[config.mk]
export PLATFORM = sky130hd
export DESIGN_NAME = xorshift64star_range_generator
export DESIGN_NICKNAME = d
export VERILOG_FILES = /design/src/rtl/x64s_pkg.sv /design/src/rtl/xorshift64star_range_generator.sv
export SDC_FILE = /design/constraint.sdc
export NUM_CORES = 2
export LEC_CHECK = 0
export BUFFER_PORTS_ARGS = -buffer_cell sky130_fd_sc_hd__clkbuf_2
export CORE_UTILIZATION = 55
export DETAILED_ROUTE_END_ITERATION = 12
export PLACE_DENSITY = 0.73
export REMOVE_ABC_BUFFERS = 1
export SLEW_MARGIN = 20
export SYNTH_ARGS = -nofsm -noshare
export SYNTH_HDL_FRONTEND = slang
export SYNTH_SLANG_ARGS = --single-unit
[constraint.sdc]
create_clock -name clk_i -period 20.3 [get_ports clk_i]
set_clock_uncertainty 0.2 [all_clocks]
set_input_delay 4.06 -clock clk_i [delete_from_list [all_inputs] [get_ports clk_i]]
set_output_delay 4.06 -clock clk_i [all_outputs]
set_load 0.1 [all_outputs]
[src/rtl/x64s_pkg.sv]
// Package for the xorshift64* range generator.
// Holds the request kinds, the generator and mixer constants and small helper functions.
// No dependencies.
package x64s_pkg;

  typedef enum logic [2:0] {
    OP_S16  = 3'd0,
    OP_U16  = 3'd1,
    OP_S32  = 3'd2,
    OP_U32  = 3'd3,
    OP_S64  = 3'd4,
    OP_U64  = 3'd5,
    OP_FRAC = 3'd6
  } op_e;

  localparam logic [63:0] DefaultSeed = 64'h9E37_79B9_7F4A_7C15;
  localparam logic [63:0] OutMult     = 64'h2545_F491_4F6C_DD1D;
  localparam logic [63:0] MixA        = 64'hBF58_476D_1CE4_E5B9;
  localparam logic [63:0] MixB        = 64'h94D0_49BB_1331_11EB;

  localparam int unsigned CntW     = 6;
  localparam int unsigned MulSteps = 32;
  localparam int unsigned DivSteps = 64;
  localparam logic [CntW-1:0] MulLast = CntW'(MulSteps - 1);
  localparam logic [CntW-1:0] DivLast = CntW'(DivSteps - 1);

  function automatic logic [63:0] xorshift(input logic [63:0] s);
    logic [63:0] t;
    t = s ^ (s >> 12);
    t = t ^ (t << 25);
    t = t ^ (t >> 27);
    return t;
  endfunction

  function automatic logic [63:0] fmt(input logic [63:0] v, input op_e op);
    logic [63:0] r;
    case (op)
      OP_S16:  r = {{48{v[15]}}, v[15:0]};
      OP_U16:  r = {48'd0, v[15:0]};
      OP_S32:  r = {{32{v[31]}}, v[31:0]};
      OP_U32:  r = {32'd0, v[31:0]};
      default: r = v;
    endcase
    return r;
  endfunction

endpackage

[src/rtl/xorshift64star_range_generator.sv]
// Top level of the xorshift64* range generator with a seed mixer.
// Uses x64s_pkg; one shared 2-bit-per-cycle multiplier and a 1-bit-per-cycle restoring divider.
// An item passes the range check and the multiplier, and a ranged integer draw also the divider,
// before the output stage; a new item is taken only once the last has gone to the output register.
// An empty range or an unused kind goes from the range check straight to the output stage.
// The multiplier takes 32 steps and the divider 64 steps.
// A seed write keeps the input stalled while the mixer runs.
// Reset loads the default seed constant without mixing and empties the output register.
module xorshift64star_range_generator
  import x64s_pkg::*;
(
  input  logic        clk_i,
  input  logic        rst_ni,
  input  logic        cfg_we_i,
  input  logic [63:0] cfg_wdata_i,
  input  logic        in_valid_i,
  output logic        in_stall_o,
  input  logic [2:0]  operation_i,
  input  logic        ranged_i,
  input  logic [63:0] range_low_i,
  input  logic [63:0] range_high_i,
  output logic        out_valid_o,
  input  logic        out_stall_i,
  output logic [63:0] value_o
);

  typedef enum logic [2:0] {
    ST_IDLE,
    ST_CHECK,
    ST_MUL,
    ST_DIV,
    ST_FIN,
    ST_SEED_A,
    ST_SEED_B
  } state_e;

  state_e          state_q, state_d;
  logic [CntW-1:0] cnt_q, cnt_d;
  logic [63:0]     gen_q, gen_d;
  logic [63:0]     mcand_q, mcand_d;
  logic [63:0]     mplier_q, mplier_d;
  logic [63:0]     acc_q, acc_d;
  logic [63:0]     dvd_q, dvd_d;
  logic [63:0]     rem_q, rem_d;
  logic [64:0]     div_m_q, div_m_d;
  op_e             op_q, op_d;
  logic            ranged_q, ranged_d;
  logic [63:0]     a_q, a_d;
  logic [63:0]     b_q, b_d;
  logic [63:0]     res_q, res_d;
  logic            out_valid_q, out_valid_d;
  logic [63:0]     value_q, value_d;

  logic        in_acc;
  logic        is_signed;
  logic        is_16;
  logic [63:0] flip;
  logic [63:0] ua;
  logic [63:0] ub;
  logic        range_empty;
  logic [64:0] span;
  logic [63:0] mul_sum;
  logic [64:0] div_sh;
  logic        div_ge;
  logic [63:0] div_rem;
  logic [63:0] seed_z;
  logic [63:0] seed_out;

  assign in_stall_o = (state_q != ST_IDLE) || cfg_we_i;
  assign in_acc     = in_valid_i && !in_stall_o;

  assign is_signed   = (op_q == OP_S16) || (op_q == OP_S32) || (op_q == OP_S64);
  assign is_16       = (op_q == OP_S16) || (op_q == OP_U16);
  assign flip        = {is_signed, 63'd0};
  assign ua          = a_q ^ flip;
  assign ub          = b_q ^ flip;
  assign range_empty = ua >= ub;
  assign span        = {1'b0, ub} - {1'b0, ua} + 65'd1;

  assign mul_sum = acc_q + (mplier_q[0] ? mcand_q : 64'd0)
                 + (mplier_q[1] ? {mcand_q[62:0], 1'b0} : 64'd0);

  assign div_sh  = {rem_q, dvd_q[63]};
  assign div_ge  = div_sh >= div_m_q;
  assign div_rem = div_ge ? 64'(div_sh - div_m_q) : div_sh[63:0];

  assign seed_z   = cfg_wdata_i + DefaultSeed;
  assign seed_out = mul_sum ^ (mul_sum >> 31);

  always_comb begin
    state_d     = state_q;
    cnt_d       = cnt_q;
    gen_d       = gen_q;
    mcand_d     = mcand_q;
    mplier_d    = mplier_q;
    acc_d       = acc_q;
    dvd_d       = dvd_q;
    rem_d       = rem_q;
    div_m_d     = div_m_q;
    op_d        = op_q;
    ranged_d    = ranged_q;
    a_d         = a_q;
    b_d         = b_q;
    res_d       = res_q;
    out_valid_d = out_valid_q;
    value_d     = value_q;

    if (out_valid_q && !out_stall_i) begin
      out_valid_d = 1'b0;
    end

    if (state_q == ST_MUL || state_q == ST_SEED_A || state_q == ST_SEED_B) begin
      acc_d    = mul_sum;
      mcand_d  = {mcand_q[61:0], 2'b00};
      mplier_d = {2'b00, mplier_q[63:2]};
      cnt_d    = cnt_q + 1'b1;
    end

    unique case (state_q)
      ST_IDLE: begin
        if (cfg_we_i) begin
          mcand_d  = seed_z ^ (seed_z >> 30);
          mplier_d = MixA;
          acc_d    = '0;
          cnt_d    = '0;
          state_d  = ST_SEED_A;
        end else if (in_acc) begin
          op_d     = op_e'(operation_i);
          ranged_d = ranged_i;
          a_d      = fmt(range_low_i, op_e'(operation_i));
          b_d      = fmt(range_high_i, op_e'(operation_i));
          state_d  = ST_CHECK;
        end
      end
      ST_CHECK: begin
        div_m_d = span;
        if (op_q > OP_FRAC) begin
          res_d   = '0;
          state_d = ST_FIN;
        end else if (ranged_q && op_q != OP_FRAC && range_empty) begin
          res_d   = a_q;
          state_d = ST_FIN;
        end else begin
          gen_d    = xorshift(gen_q);
          mcand_d  = xorshift(gen_q);
          mplier_d = OutMult;
          acc_d    = '0;
          cnt_d    = '0;
          state_d  = ST_MUL;
        end
      end
      ST_MUL: begin
        if (cnt_q == MulLast) begin
          if (op_q == OP_FRAC) begin
            res_d   = {40'd0, mul_sum[63:40]};
            state_d = ST_FIN;
          end else if (!ranged_q) begin
            res_d   = fmt(mul_sum, op_q);
            state_d = ST_FIN;
          end else begin
            dvd_d   = is_16 ? {32'd0, mul_sum[31:0]} : mul_sum;
            rem_d   = '0;
            cnt_d   = '0;
            state_d = ST_DIV;
          end
        end
      end
      ST_DIV: begin
        rem_d = div_rem;
        dvd_d = {dvd_q[62:0], 1'b0};
        cnt_d = cnt_q + 1'b1;
        if (cnt_q == DivLast) begin
          res_d   = fmt(a_q + div_rem, op_q);
          state_d = ST_FIN;
        end
      end
      ST_FIN: begin
        if (!out_valid_q || !out_stall_i) begin
          value_d     = res_q;
          out_valid_d = 1'b1;
          state_d     = ST_IDLE;
        end
      end
      ST_SEED_A: begin
        if (cnt_q == MulLast) begin
          mcand_d  = mul_sum ^ (mul_sum >> 27);
          mplier_d = MixB;
          acc_d    = '0;
          cnt_d    = '0;
          state_d  = ST_SEED_B;
        end
      end
      ST_SEED_B: begin
        if (cnt_q == MulLast) begin
          gen_d   = (seed_out == '0) ? DefaultSeed : seed_out;
          state_d = ST_IDLE;
        end
      end
      default: begin
        state_d = ST_IDLE;
      end
    endcase
  end

  always_ff @(posedge clk_i or negedge rst_ni) begin
    if (!rst_ni) begin
      state_q     <= ST_IDLE;
      cnt_q       <= '0;
      gen_q       <= DefaultSeed;
      mcand_q     <= '0;
      mplier_q    <= '0;
      acc_q       <= '0;
      dvd_q       <= '0;
      rem_q       <= '0;
      div_m_q     <= 65'd2;
      op_q        <= OP_S16;
      ranged_q    <= 1'b0;
      a_q         <= '0;
      b_q         <= '0;
      res_q       <= '0;
      out_valid_q <= 1'b0;
      value_q     <= '0;
    end else begin
      state_q     <= state_d;
      cnt_q       <= cnt_d;
      gen_q       <= gen_d;
      mcand_q     <= mcand_d;
      mplier_q    <= mplier_d;
      acc_q       <= acc_d;
      dvd_q       <= dvd_d;
      rem_q       <= rem_d;
      div_m_q     <= div_m_d;
      op_q        <= op_d;
      ranged_q    <= ranged_d;
      a_q         <= a_d;
      b_q         <= b_d;
      res_q       <= res_d;
      out_valid_q <= out_valid_d;
      value_q     <= value_d;
    end
  end

  assign out_valid_o = out_valid_q;
  assign value_o     = value_q;

  // The generator state can never collapse to zero.
  a_state_nonzero: assert property (@(posedge clk_i) disable iff (!rst_ni)
    gen_q != '0)
    else $error("generator state is zero");

  // An accepted item always goes to the range check next.
  a_accept_check: assert property (@(posedge clk_i) disable iff (!rst_ni)
    in_acc |=> state_q == ST_CHECK)
    else $error("accepted item did not reach the range check");

  // The divisor during a ranged draw spans at least two values.
  a_div_span: assert property (@(posedge clk_i) disable iff (!rst_ni)
    state_q == ST_DIV |-> div_m_q >= 65'd2)
    else $error("divisor below two");

  // The multiplier only hands over to the divider or the output stage.
  a_mul_next: assert property (@(posedge clk_i) disable iff (!rst_ni)
    state_q == ST_MUL |=> state_q == ST_MUL || state_q == ST_DIV || state_q == ST_FIN)
    else $error("bad state after multiply");

  // A result is only loaded into a free or draining output register.
  a_out_free: assert property (@(posedge clk_i) disable iff (!rst_ni)
    state_q == ST_FIN && out_valid_q && out_stall_i |=> state_q == ST_FIN)
    else $error("result overwrote a stalled item");

endmodule
==> metrics.md <==
| Metric | Value |
|---|---|
| Clock Tree Root | `clkbuf_16` |
| CP arrival | `around 5400 ps` |
| Most frequent cells in the layout | `nand2_1, dfrtp_1, a21oi_1` |
| PnR worst setup slack | `roughly 11000 ps` |
| Layout area overhead | `10.2%` |
| DRT Pass-1 Iters | `9` |
| H-tree depth | `3` |
| Antenna violations before repair | `18` |
| Syn Inst Count | `~6500` |
| Starting DRT DRC Count | `roughly 5300` |
| Hold path startpoint | `dvd_q[50]` |
| Max_cap viols | `0` |
| Setup repair bufs after CTS | `0` |
| Vias in the first global route | `49464` |
| DP Cell Count | `7804` |
| Largest net degree at the start of global routing | `99` |
| RD Place Congestion | `1.01` |
| Rel. slew slack | `0.160` |
| # setup viols final | `0` |
| Async SR Flop Fraction | `1.00` |
| Rows | `115` |
| Final Hold Viols | `0` |
| Buffers on Ports | `around 270` |
| Cell repeated most along the worst path | `clkbuf_2` |
| GRT Util Overall | `0.399` |
| Synth area leaders | `dfrtp_1, ha_1, a21oi_1` |
| Vias per inst | `between 6 and 7` |
| Status | `finished, final reports clean` |
| Insertion delay to the later sink of the worst-skew pair | `710 ps` |
| WP buf/inv | `4` |
| Vias | `51320` |
| Yosys top cell area share | `0.308` |
| Clock Path Buffers | `3` |
| Setup TNS | `0 ps` |
| Fillers | `8748` |
| Crit start category | `input pin` |
| Io pins | `267` |
| DIE HEIGHT | `319 um` |
| First-pass GRT wire length | `309 mm` |
| Critical path class | `input pin to primary output` |
| Tightest Hold Check Type | `flip-flop to flip-flop` |
| Synthesized area | `55200 sq um` |
| Hold buffer count at cts | `0` |
| DRT antenna net count | `0` |
| Slew @ Worst Pin | `1260 ps` |
| Register clock-pin slew on the reported worst setup and hold paths | `about 60 ps` |
| Post-synth top area cell | `dfrtp_1` |
| Worst Setup SP | `cfg_we_i` |
| Worst setup EP type | `primary output` |
| Core ar. | `98900 sq um` |
| Post-synth cell types | `just over 90` |
| EDFF count, synth | `0` |
| Fmax | `between 100 and 150 MHz` |
| Routed len/inst | `25.8 um` |
| Mapped Avg Cell Area | `between 8 and 9 sq um` |
| Routed wire length | `between 200 and 250 mm` |
| Final non-filler cell total | `roughly 8000` |
| Worst r2r src | `rem_q[18]` |
| Worst path top cell family by delay | `buffers and inverters` |
| Final Cycle Share | `0.476` |
| Main flop type after synthesis | `dfrtp_1` |
| DR DRC count | `0` |
| RSZ-0062 raised after global routing | `no` |
| CTS resizes | `0` |
| Multi-input logic area | `approximately 35000 sq um` |
| Cell with the largest stage delay on the worst path | `clkbuf_2` |
| CP required | `around 16000 ps` |
| Grt ovf | `0` |
| Post-synthesis sequential area ratio | `0.327` |
| Slew Limit Fails | `0` |
| Number of synthesized register bits | `719` |
| Layout cells sized above 1 | `0.113` |
| Critical path peak fanout | `8` |
| Commonest non-fill, non-tap cell in the layout | `nand2_1` |
| Warnings, synthesis | `0` |
| Place WS | `10660 ps` |
| CTS sink cnt | `719` |
| Detailed Place HPWL | `approximately 150 mm` |
| CTS Buf Count | `86` |
| Area occupied by registers | `between 15000 and 20000 sq um` |
| Die X-Extent | `approximately 320 um` |
| CP cell instances | `clkbuf_2 > nor4_2 > buf_4 > clkinv_1 > clkbuf_2` |
| CTS tree | `done` |
| Starting density of the core | `0.558` |
| Layout Nets | `slightly above 7000` |
| Slowest stage delay, CP | `480 ps` |
| Die area | `102000 sq um` |
| Post-route minimum period | `9650 ps` |
==> metal layers <==
layer,vias up,global-route usage,routed length [um],share of wire
met2,2329,0.610,89400,0.44
li1,23499,-,-,-
met5,-,0,128,0.00062
met3,584,0.0843,18000,0.088
met1,24884,0.526,84500,0.41
met4,24,0.223,13300,0.065
==> final cells by class <==
| type | count | share of cell area |
|---|---|---|
| multi-input combinational | 5119 | 0.572 |
| sequential | 719 | 0.297 |
| clock buffer | 107 | 0.0388 |
| timing repair buffer | 385 | 0.0368 |
| tap | 1287 | 0.0265 |
| inverter | 294 | 0.0181 |
| clock inverter | 53 | 0.0110 |
| antenna | 3 | 0.000123 |
==> registers in the layout, summed over array words and instances, names as in the netlist <==
register and flops:
op_q 3, acc_q 64, ranged_q 1, value_o 64, mcand_q 64, rem_q 64
cnt_q 6, out_valid_o 1, div_m_q 65, res_q 64, gen_q 64, dvd_q 64
b_q 64, state_q 3, mplier_q 64, a_q 64
==> worst register-to-register path, delay by kind of cell (launching register included) <==
kind / cells / cell delay, ps
xor gates and xnor gates: 1 / 140
DFF: 1 / 420
buffers and inverters: 2 / 670
adders and majority gates: 2 / 850
AOI/OAI and AO/OA: 14 / 5220
and+or+nand+nor: 5 / 1290
muxes: 1 / 440
==> per-stage QoR <==
step | utilization | area (sq um) | hold WS, ps
after global routing | 0.615 | 60800 | 293
final | 0.615 | 60800 | 278
after floorplan | - | 53700 | 249
after global placement | 0.584 | 57800 | 262
after CTS | 0.615 | 60800 | 280
after detailed placement | 0.584 | 57800 | 270
==> logic make-up (layout without fill, tap and decap cells) <==
family | after synthesis | after routing | share of synthesized area
buf+inv | 676 | 839 | 0.0464
other cells | 0 | 3 | 0
mux | 166 | 166 | 0.0320
fa+ha+maj | 453 | 453 | 0.112
simple gates | 1831 | 1831 | 0.153
flops | 719 | 719 | 0.327
xor+xnor | 537 | 537 | 0.0855
compound gates | 2132 | 2132 | 0.244
==> cell usage after synthesis, types with 38 or more instances <==
| cell | n |
|---|---|
| ha_1 | 387 |
| o211ai_1 | 95 |
| a211oi_1 | 93 |
| o22ai_1 | 44 |
| o21bai_1 | 43 |
| nand2_1 | 764 |
| nor3_1 | 64 |
| fa_1 | 66 |
| nand2b_1 | 42 |
| xnor2_1 | 350 |
| inv_1 | 293 |
| mux2_2 | 84 |
| nor2_1 | 376 |
| o21ai_0 | 491 |
| a22o_1 | 63 |
| dfstp_2 | 39 |
| mux2i_1 | 82 |
| a21o_1 | 166 |
| dfrtp_1 | 680 |
| and2_1 | 156 |
| o21a_1 | 39 |
| nand4_1 | 76 |
| clkbuf_1 | 348 |
| nand3_1 | 147 |
| nor2b_1 | 38 |
| xor2_1 | 185 |
| a21oi_1 | 668 |
| and3_1 | 54 |
| a31oi_1 | 95 |
==> final timing paths <==
| check | to | slack (ps) | depth (start not counted) |
|---|---|---|---|
| max in group asynchronous | div_m_q[16] | 13000 | 5 |
| hold reg to reg | dvd_q[51] | 280 | 2 |
| setup / recovery | in_stall_o | 10650 | 5 |
| min in group asynchronous | acc_q[11] | 3120 | 1 |
| hold / removal | dvd_q[51] | 280 | 2 |
| setup reg to reg | res_q[31] | 10940 | 25 |
Power is left out: the tool's default activity adds up to more than one toggle a clock period on the data nets, which glitch-free logic cannot reach.
